--- src/hdl/vn_pkg.sv ---
// Shared constants for the vector normalizer.
`timescale 1ns / 1ps
package vn_pkg;
    localparam int OUT_W       = 16;
    localparam int QUO_BITS    = 16;
    localparam int FRAC_SHIFT  = 22;
    localparam int PRE_SHIFT   = FRAC_SHIFT - QUO_BITS;
    localparam int ROOT_SCALE  = 16;
    localparam logic [OUT_W-1:0] Q_ONE = 16'd16384;
endpackage

--- src/hdl/vn_div_pipe.sv ---
// Pipelined restoring divider: (mag * 2^22) / root, one quotient bit per stage.
`timescale 1ns / 1ps
module vn_div_pipe #(
    parameter int MAG_W  = 16,
    parameter int ROOT_W = 24
) (
    input  logic                          aclk,
    input  logic                          en,
    input  logic [MAG_W-1:0]              mag,
    input  logic [ROOT_W-1:0]             root,
    output logic [vn_pkg::QUO_BITS-1:0]   quo,
    output logic                          ovf
);
    localparam int NSTG = vn_pkg::QUO_BITS;

    logic [ROOT_W-1:0]          rem_reg  [NSTG+1];
    logic [ROOT_W-1:0]          root_reg [NSTG+1];
    logic [NSTG-1:0]            quo_reg  [NSTG+1];
    logic                       ovf_reg  [NSTG+1];
    logic [ROOT_W-1:0]          rem_init;

    // upper part of the dividend; a quotient past 16 bits shows up here
    assign rem_init = ROOT_W'(mag) << vn_pkg::PRE_SHIFT;

    always_ff @(posedge aclk) begin
        if (en) begin
            rem_reg[0]  <= rem_init;
            root_reg[0] <= root;
            quo_reg[0]  <= '0;
            ovf_reg[0]  <= rem_init >= root;
        end
    end

    for (genvar j = 1; j <= NSTG; j++) begin : g_stage
        logic [ROOT_W:0] rem_sh;
        logic [ROOT_W:0] rem_next;
        logic            fit;

        assign rem_sh   = {rem_reg[j-1], 1'b0};
        assign fit      = rem_sh >= {1'b0, root_reg[j-1]};
        assign rem_next = fit ? rem_sh - {1'b0, root_reg[j-1]} : rem_sh;

        always_ff @(posedge aclk) begin
            if (en) begin
                rem_reg[j]  <= rem_next[ROOT_W-1:0];
                root_reg[j] <= root_reg[j-1];
                quo_reg[j]  <= {quo_reg[j-1][NSTG-2:0], fit};
                ovf_reg[j]  <= ovf_reg[j-1];
            end
        end
    end

    assign quo = quo_reg[NSTG];
    assign ovf = ovf_reg[NSTG];
endmodule

--- config.mk ---
export PLATFORM = sky130hd
export DESIGN_NAME = vn_div_pipe
export DESIGN_NICKNAME = d
export VERILOG_FILES = /design/src/hdl/vn_pkg.sv /design/src/hdl/vn_div_pipe.sv
export SDC_FILE = /design/constraint.sdc
export NUM_CORES = 2
export LEC_CHECK = 0
export BUFFER_PORTS_ARGS = -buffer_cell sky130_fd_sc_hd__buf_2
export CAP_MARGIN = 40
export CORE_MARGIN = 4
export CORE_UTILIZATION = 25
export CTS_BUF_LIST = sky130_fd_sc_hd__clkbuf_2
export DETAILED_ROUTE_END_ITERATION = 7
export PLACE_DENSITY_LB_ADDON = 0.08
export SETUP_SLACK_MARGIN = 0.5
export SYNTH_ARGS = -nofsm -noshare
export SYNTH_HDL_FRONTEND = slang
export SYNTH_SLANG_ARGS = --single-unit
--- constraint.sdc ---
create_clock -name aclk -period 4.7 [get_ports aclk]
set_input_delay 0.94 -clock aclk [delete_from_list [all_inputs] [get_ports aclk]]
set_output_delay 0.94 -clock aclk [all_outputs]
set_load 0.02 [all_outputs]
==> results.cfg <==
[run_status]
status = finished, final reports clean

[floorplanning]
design.core.area_sq_mm = 0.200
row_count = 164
die_y_um = 456
die-area_sq_mm = 0.208
ios = 59
start_util = 0.251
fp.dieW_um = 456

[final_layout]
largest_register_ffs = 384
drive_gt1_frac = 0.144
layout.cells.most_common_list = edfxtp_1, inv_1, clkbuf_2
finalInstanceArea_sq_mm = 0.0572
nNetsFinal = 5165
area_growth_pct = 13.8
mostFrequentLayoutCell = edfxtp_1

[global_route]
grt_max_degree = 102
antenna_found_initial = 3
grt_pass1_vias = 36400
grt_pass1_wl_um = 188000
overflow = 0
grt_use_total = 0.113

[sta]
relSlewSlack = 0.209
finalCritPeriodShare = 0.854
fmax_ghz = 0.249
maxSlewViolCount = 0
setup_viol = 0
setup_tns_ps = 0
rsz0062_at_grt = no
fin_crit_ps = 4010
clock_skew_ps = 115
worst_pin_slew_ps = 1190
hold_viol_final = 0

[synth]
syn-num-nets = 4751
synth_edf_count = 913
ys.flop_type = edfxtp_1
async_flop_share = 0
ys_seq_area_frac = 0.546
yosysUniqueCellTypes = 82
netlist_instances = 4303
ys_ff_latch = 913
netlist_area_sq_mm = 0.0502
yosys_warnings = 0
avgSynthCellArea_sq_um = 11.7

[critical_path]
cp_num_buf_inv = 0
crit_fanout = 5
cp-startpoint = root_reg[0][120]
worstSetupStartpointType = flip-flop
cp-end-kind = flip-flop
required_ps = 6060
r2r-start = root_reg[0][120]
rrSetupSlack_ps = 690
crit_family = compound AO/OA/AOI/OAI gates
slowest_stage = a211oi_1
worst_path_largest_cell_delay_ps = 670
crit_arrival_ps = 5380
cpMostUsedCell = a211oi_1
cp_cell_sequence = fa_1 > nor2b_1 > o21a_1 > o21ai_0 > a211oi_1 > o31ai_1 > a211oi_1 > o21ai_0 > a211oi_1 > xor2_1 > mux2_2
crit_type = flip-flop to flip-flop

[clock_network]
cts_root_buf = clkbuf_2
clk_latency_ps = 1710
cts.htree.levels = 5
numCtsBuffers = 297
cts.sinks = 913
cts_tree = yes
post_cts_buffers = 0
cts_buffer_depth = 4
clkTransAtPathRegs_ps = 90

[routing]
via_per_inst = 4.39
ant_nets = 0
vias = 33000
drc_errors = 0
drt_iter0_markers = 1050
firstDrtPassIters = 5
wl_per_cell_um = 15.7
wirelength_um = 118000

[hold_path]
hold_path_startpoint = en
min_path_type = primary input to flip-flop

[power]
leakage_uw = 0.0235
vdd_ir_drop_max_mv = 0.334
p_per_area_mw_per_mm2 = 604

[job]
cap_viol_max_count = 0

[placed_design]
port_buffers = 58
hpwlAfterDp_um = 88000
place_area_sq_mm = 0.0542
finalWeightedCongestion = 0.866
[path summary, 6_finish.rpt]
kind,end,cells after the start
setup / recovery,rem_reg[0][166],11
hold / removal,root_reg[0][23],2
setup reg to reg,rem_reg[0][166],11
hold reg to reg,root_reg[0][213],0
[final cells by class]
cell class                 count  area, sq um
antenna                       12         30.0
clock buffer                 400         2000
clock inverter                35          184
fill                       20900       143000
inverter                     496         1860
multi-input combinational   2816        20700
sequential                   913        27400
tap                         2656         3320
timing repair buffer         193         1710
[per-stage QoR]
| step | std cells | hold slack, ps | total power [uW] | utilization | setup slack [ps] |
|---|---|---|---|---|---|
| after floorplan | 4303 | 400 | 24700 | - | 1350 |
| after global placement | 6991 | 400 | 29000 | 0.271 | 512 |
| after detailed placement | 6993 | 405 | 29000 | 0.271 | 648 |
| after CTS | 7509 | 25.1 | 35300 | 0.286 | 620 |
| after global routing | 7520 | 63.5 | 37700 | 0.286 | 517 |
| final | 7521 | 353 | 34500 | 0.286 | 686 |
[routing by layer]
metal | part of all wire | global-route usage | vias up | routed length (um)
met5 | 0 | 0 | - | 0
met4 | 0.069 | 0.0771 | 0 | 8090
met3 | 0.039 | 0.0258 | 441 | 4550
met2 | 0.56 | 0.228 | 585 | 65700
met1 | 0.34 | 0.0963 | 15300 | 39700
li1 | - | - | 16600 | -
[cell usage after synthesis (all sizes together), types with 19 or more instances]
master  instances  area [sq um]
nor2b          69           432
inv           496          1860
and2           20           125
clkbuf         53           199
buf            25           149
edfxtp        913         27400
nand2b         46           288
nor3           50           250
xnor2         171          1500
o21bai         26           195
o21a           49           375
ha            392          4900
nand4          47           294
o21ai         303          1520
o31ai          28           210
a31oi          32           213
nor2          207           777
and3           41           257
nand2         287          1080
nand3          78           390
xor2          118          1030
mux2          159          1850
a211oi         23           173
or3            19           119
a21o          132           991
a21oi         287          1460
[power breakdown]
part	switching (uW)	internal, uW	leakage [uW]
Clock	3510	2330	0.00176
Combinational	8720	7150	0.0127
Sequential	968	11800	0.00895
Total	13200	21300	0.0235
[cells by family (layout without fill, tap and decap cells)]
family / count (synthesis) / in the layout / share of synthesized area
flip-flops: 913 / 913 / 0.546
other: 0 / 12 / 0
multiplexers: 172 / 172 / 0.0394
buffers and inverters: 574 / 1124 / 0.0440
adder cells (fa/ha/maj): 406 / 406 / 0.103
AO/OA/AOI/OAI: 1030 / 1030 / 0.129
XOR/XNOR: 289 / 289 / 0.0504
AND/OR/NAND/NOR: 919 / 919 / 0.0882
[repair_timing]
item                                    CTS  global route
gates resized for setup                   0             1
endpoints found under the setup margin    0            11
endpoints found under the hold margin   954             0
hold buffers                             81             0
Power figures use the tool's default switching activity.
