### config.mk
export PLATFORM = sky130hd
export DESIGN_NAME = vn_sqrt_pipe
export DESIGN_NICKNAME = d
export VERILOG_FILES = /design/src/hdl/vn_pkg.sv /design/src/hdl/vn_sqrt_pipe.sv
export SDC_FILE = /design/constraint.sdc
export NUM_CORES = 2
export LEC_CHECK = 0
export BUFFER_PORTS_ARGS = -buffer_cell sky130_fd_sc_hd__buf_2
export CAP_MARGIN = 25
export CORE_MARGIN = 3
export CORE_UTILIZATION = 62
export DETAILED_ROUTE_END_ITERATION = 7
export PLACE_DENSITY_LB_ADDON = 0.12
export REMOVE_ABC_BUFFERS = 1
export SYNTH_ARGS = -nofsm -noshare
export SYNTH_HDL_FRONTEND = slang
export SYNTH_SLANG_ARGS = --single-unit
### constraint.sdc
create_clock -name aclk -period 3.71 [get_ports aclk]
set_input_delay 0.5565 -clock aclk [delete_from_list [all_inputs] [get_ports aclk]]
set_output_delay 0.5565 -clock aclk [all_outputs]
set_load 0.005 [all_outputs]
### src/hdl/vn_pkg.sv
// Shared constants for the vector normalizer.
`timescale 1ns / 1ps
package vn_pkg;
    localparam int OUT_W       = 16;
    localparam int QUO_BITS    = 16;
    localparam int FRAC_SHIFT  = 22;
    localparam int PRE_SHIFT   = FRAC_SHIFT - QUO_BITS;
    localparam int ROOT_SCALE  = 16;
    localparam logic [OUT_W-1:0] Q_ONE = 16'd16384;
endpackage

### src/hdl/vn_sqrt_pipe.sv
// Pipelined digit-by-digit integer square root of S * 2^16, one root bit per stage.
`timescale 1ns / 1ps
module vn_sqrt_pipe #(
    parameter int SUM_W = 32,
    parameter int TAG_W = 52
) (
    input  logic                          aclk,
    input  logic                          aresetn,
    input  logic                          en,
    input  logic                          in_valid,
    input  logic [SUM_W-1:0]              in_sum,
    input  logic [TAG_W-1:0]              in_tag,
    output logic                          out_valid,
    output logic [SUM_W/2+vn_pkg::ROOT_SCALE/2-1:0] out_root,
    output logic [TAG_W-1:0]              out_tag
);
    localparam int ROOT_W = SUM_W / 2 + vn_pkg::ROOT_SCALE / 2;
    localparam int RAD_W  = 2 * ROOT_W;

    logic [ROOT_W-1:0] rem_reg  [ROOT_W];
    logic [ROOT_W-1:0] root_reg [ROOT_W];
    logic [RAD_W-1:0]  rad_reg  [ROOT_W];
    logic [TAG_W-1:0]  tag_reg  [ROOT_W];
    logic              vld_reg  [ROOT_W];

    for (genvar k = 0; k < ROOT_W; k++) begin : g_stage
        logic [ROOT_W-1:0] rem_in;
        logic [ROOT_W-1:0] root_in;
        logic [RAD_W-1:0]  rad_in;
        logic [TAG_W-1:0]  tag_in;
        logic              vld_in;
        logic [ROOT_W+1:0] rem_sh;
        logic [ROOT_W+1:0] trial;
        logic [ROOT_W+1:0] rem_next;
        logic              fit;

        if (k == 0) begin : g_first
            assign rem_in  = '0;
            assign root_in = '0;
            assign rad_in  = {in_sum, {vn_pkg::ROOT_SCALE{1'b0}}};
            assign tag_in  = in_tag;
            assign vld_in  = in_valid;
        end else begin : g_rest
            assign rem_in  = rem_reg[k-1];
            assign root_in = root_reg[k-1];
            assign rad_in  = rad_reg[k-1];
            assign tag_in  = tag_reg[k-1];
            assign vld_in  = vld_reg[k-1];
        end

        // bring in the next two radicand bits and try the next root bit
        assign rem_sh   = {rem_in, rad_in[RAD_W-1-2*k -: 2]};
        assign trial    = {root_in, 2'b01};
        assign fit      = rem_sh >= trial;
        assign rem_next = fit ? rem_sh - trial : rem_sh;

        always_ff @(posedge aclk) begin
            if (en) begin
                rem_reg[k]  <= rem_next[ROOT_W-1:0];
                root_reg[k] <= {root_in[ROOT_W-2:0], fit};
                rad_reg[k]  <= rad_in;
                tag_reg[k]  <= tag_in;
            end
        end

        always_ff @(posedge aclk) begin
            if (!aresetn) begin
                vld_reg[k] <= 1'b0;
            end else if (en) begin
                vld_reg[k] <= vld_in;
            end
        end
    end

    assign out_valid = vld_reg[ROOT_W-1];
    assign out_root  = root_reg[ROOT_W-1];
    assign out_tag   = tag_reg[ROOT_W-1];
endmodule

==> flow_metrics.tcl <==
set metrics [dict create \
    ir_drop_v 0.0006182 \
    endpoint_kind "flip-flop" \
    syn_to_final_growth_pct 13.85 \
    setup_viol 0 \
    synth_top_area_cell "edfxtp_1" \
    cts.path.max_buffers 3 \
    largest_reg_flops 1248 \
    crit_type "flip-flop to flip-flop" \
    ant_nets 0 \
    slew_headroom_pct 46.58 \
    avgSynthCellArea_um2 16.26 \
    place.port_buffers 164 \
    cts_tree "done" \
    total_power_mw 63.01 \
    timing.final.crit_share_pct 93.47 \
    utilization_pct 71.62 \
    power_switching_mw 14.65 \
    synth.distinct_cells 92 \
    clock_sinks 2327 \
    slowest_delay_ns 0.40 \
    drive_gt1_share_pct 11.51 \
    internal_power_mw 48.36 \
    n_antenna_cell 0 \
    period_needed_ns 3.468 \
    synth_top_area_share_pct 76.73 \
    final_cell_mix "edfxtp_1 (2,326), inv_1 (428), ha_1 (310), nand2_1 (275), o21ai_0 (256)" \
    synth_seq_cells 2327 \
    rsz0062_at_grt "false" \
    grt_max_degree 129 \
    fin_skew_ns 0.08406 \
    grt.total_usage_pct 18.85 \
    nets 6522 \
    cp.required_ns 4.24 \
    grt_pass1_wl_um 229900 \
    finalWorstSetupSlack_ns 0.2423 \
    core_region_area_um2 144700 \
    syn-cell-area_um2 91030 \
    cts_buffers 216 \
    ys.warnings.count 0 \
    fill_cells 9002 \
    final_common_cell "edfxtp_1" \
    place_area_um2 95300 \
    clkPwrFrac_pct 35.6 \
    cp_slowest_cell "edfxtp_1" \
    via_per_inst 5.517 \
    seq_power_share_pct 52.5 \
    fp.dieArea_um2 151500 \
    die_y_um 389.2 \
    synth_edf_count 2326 \
    critPathTopFamily "compound AO/OA/AOI/OAI gates" \
    leakagePower_nw 38.54 \
    final_area_um2 103600 \
    clock_latency_ns 0.83 \
    clkTransAtPathRegs_ns 0.06 \
    ioPinCount 165 \
    cp_max_fo 23 \
    hpwlAfterDp_um 91550 \
    wl_per_cell_um 17.14 \
    hold_viol 0 \
    overflow 0 \
    maxCapViolations 0 \
    first_pass_iters 5 \
    report.final.slew_viol_count 0 \
    arrival_ns 4.00 \
    initial_core_util_pct 62.91 \
    placed_cells 7717 \
    place_congestion 0.8790 \
    synth_area_leaders "edfxtp_1 (77%), ha_1 (4.3%), xnor2_1 (1.8%), xor2_1 (1.8%), inv_1 (1.8%)" \
    fmax_mhz 288.4 \
    pre_cts_ws_ns 0.07481 \
    fin_cells 8209 \
    timing.hold.ws_ns 0.1470 \
    netlist_instances 5597 \
    regToRegSetupSlack_ns 0.24 \
    cts_setup_buffers 0 \
    htree_levels 4 \
    hold_class "input pin to flip-flop" \
    tightestPinTransition_ns 0.7940 \
    root_buffer "clkbuf_16" \
    grt_pass1_vias 45090 \
    yosysSeqAreaShare_pct 76.75 \
    synth-async-reset-ratio_pct 0 \
    drt_wl_total_um 140700 \
    start_kind "flip-flop" \
    status "finished, final reports clean" \
    power_density_nw_per_um2 607.9 \
    fin_tns_setup_ns 0 \
    switching_share_pct 23.25 \
    drtIter0Drc 2925 \
    synth_ff_type "edfxtp_1" \
    worstPathCellList "inv_1 -> ha_1 -> inv_1 -> fa_1 -> nor2b_1 -> o31a_1 -> o21ai_0 -> a21oi_1 -> o2111ai_1 -> a31oi_2 -> o21ai_0 -> nand2_1 -> buf_12 -> mux2_2" \
    vias 45290 \
    antenna_found_initial 4 \
    rows 139 \
    p_comb_share_pct 11.8 \
    worst-path-buf-inv 3 \
    drc_errors 0 \
    fp.dieW_um 389.2 \
]
## power by group through the flow
stage | Clock (mW) | Sequential (mW) | Combinational [mW]
floorplan | 0 | 33.2 | 5.26
global placement | 0 | 33.6 | 7.13
detailed placement | 0 | 33.6 | 7.32
CTS | 23.1 | 33.1 | 7.46
global route | 24.1 | 33.3 | 8.39
finish | 22.4 | 33.1 | 7.46
## worst reg2reg max path, delay by kind of cell (launching register included)
| family | cells | cell delay, ns |
|---|---|---|
| compound gates | 6 | 1.25 |
| fa+ha+maj | 2 | 0.57 |
| buf+inv | 3 | 0.32 |
| flops | 1 | 0.40 |
| mux | 1 | 0.36 |
| simple gates | 2 | 0.30 |
## logic make-up after synthesis
kind of cell | count (synthesis) | synth area share (%)
xor+xnor | 372 | 3.579
other cells | 1 | 0.004120
fa+ha+maj | 317 | 4.415
flops | 2327 | 76.75
compound gates | 887 | 6.095
mux | 66 | 0.8027
simple gates | 1126 | 6.266
buf+inv | 501 | 2.084
## final timing paths
kind,start,end,cells past startpoint
min reg2reg,tag_reg[0][317]$_DFFE_PP_,tag_reg[0][369]$_DFFE_PP_,0
max,root_reg[2][120]$_DFFE_PP_,rem_reg[2][146]$_DFFE_PP_,14
max reg2reg,root_reg[2][120]$_DFFE_PP_,rem_reg[2][146]$_DFFE_PP_,14
min,in_valid,vld_reg[0][0]$_DFFE_PP_,2
## layout make-up
cell class | count | area (µm²) | share of cell area, %
sequential | 2327 | 69870 | 67.41
multi-input combinational | 2769 | 19330 | 18.65
clock buffer | 259 | 5607 | 5.410
timing repair buffer | 373 | 2993 | 2.888
tap | 1903 | 2381 | 2.297
clock inverter | 148 | 1844 | 1.780
inverter | 430 | 1614 | 1.557
## layer usage
| metal | global-route usage (%) | routed length (µm) | vias up |
|---|---|---|---|
| li1 | - | - | 22170 |
| met1 | 26.39 | 62980 | 21880 |
| met2 | 30.98 | 67860 | 977 |
| met3 | 3.261 | 6650 | 260 |
| met4 | 5.307 | 3221 | 2 |
| met5 | 0 | 20 | - |
## synth_stat cells, drive strengths merged, types with 17 or more instances
| cell type | number |
|---|---|
| nor2 | 253 |
| nor3 | 110 |
| edfxtp | 2326 |
| mux2 | 56 |
| nand3b | 17 |
| a211oi | 26 |
| or4 | 24 |
| a31oi | 19 |
| xor2 | 186 |
| and3 | 51 |
| a21oi | 250 |
| o21a | 72 |
| clkbuf | 60 |
| nor4 | 55 |
| a21o | 90 |
| inv | 430 |
| xnor2 | 186 |
| or2 | 23 |
| or3 | 51 |
| nand2 | 275 |
| o21ai | 258 |
| nor2b | 52 |
| nand3 | 80 |
| nand4 | 35 |
| o31ai | 37 |
| ha | 310 |
| nand2b | 59 |
## repair_timing
| item | 4_1_cts | 5_1_grt |
|---|---|---|
| endpoints found under the setup margin | 0 | 54 |
| hold endpoints to repair | 85 | 0 |
| resized for setup | 0 | 8 |
| hold buffers | 85 | 0 |
Note: power is estimated with default switching activity, not from simulation.
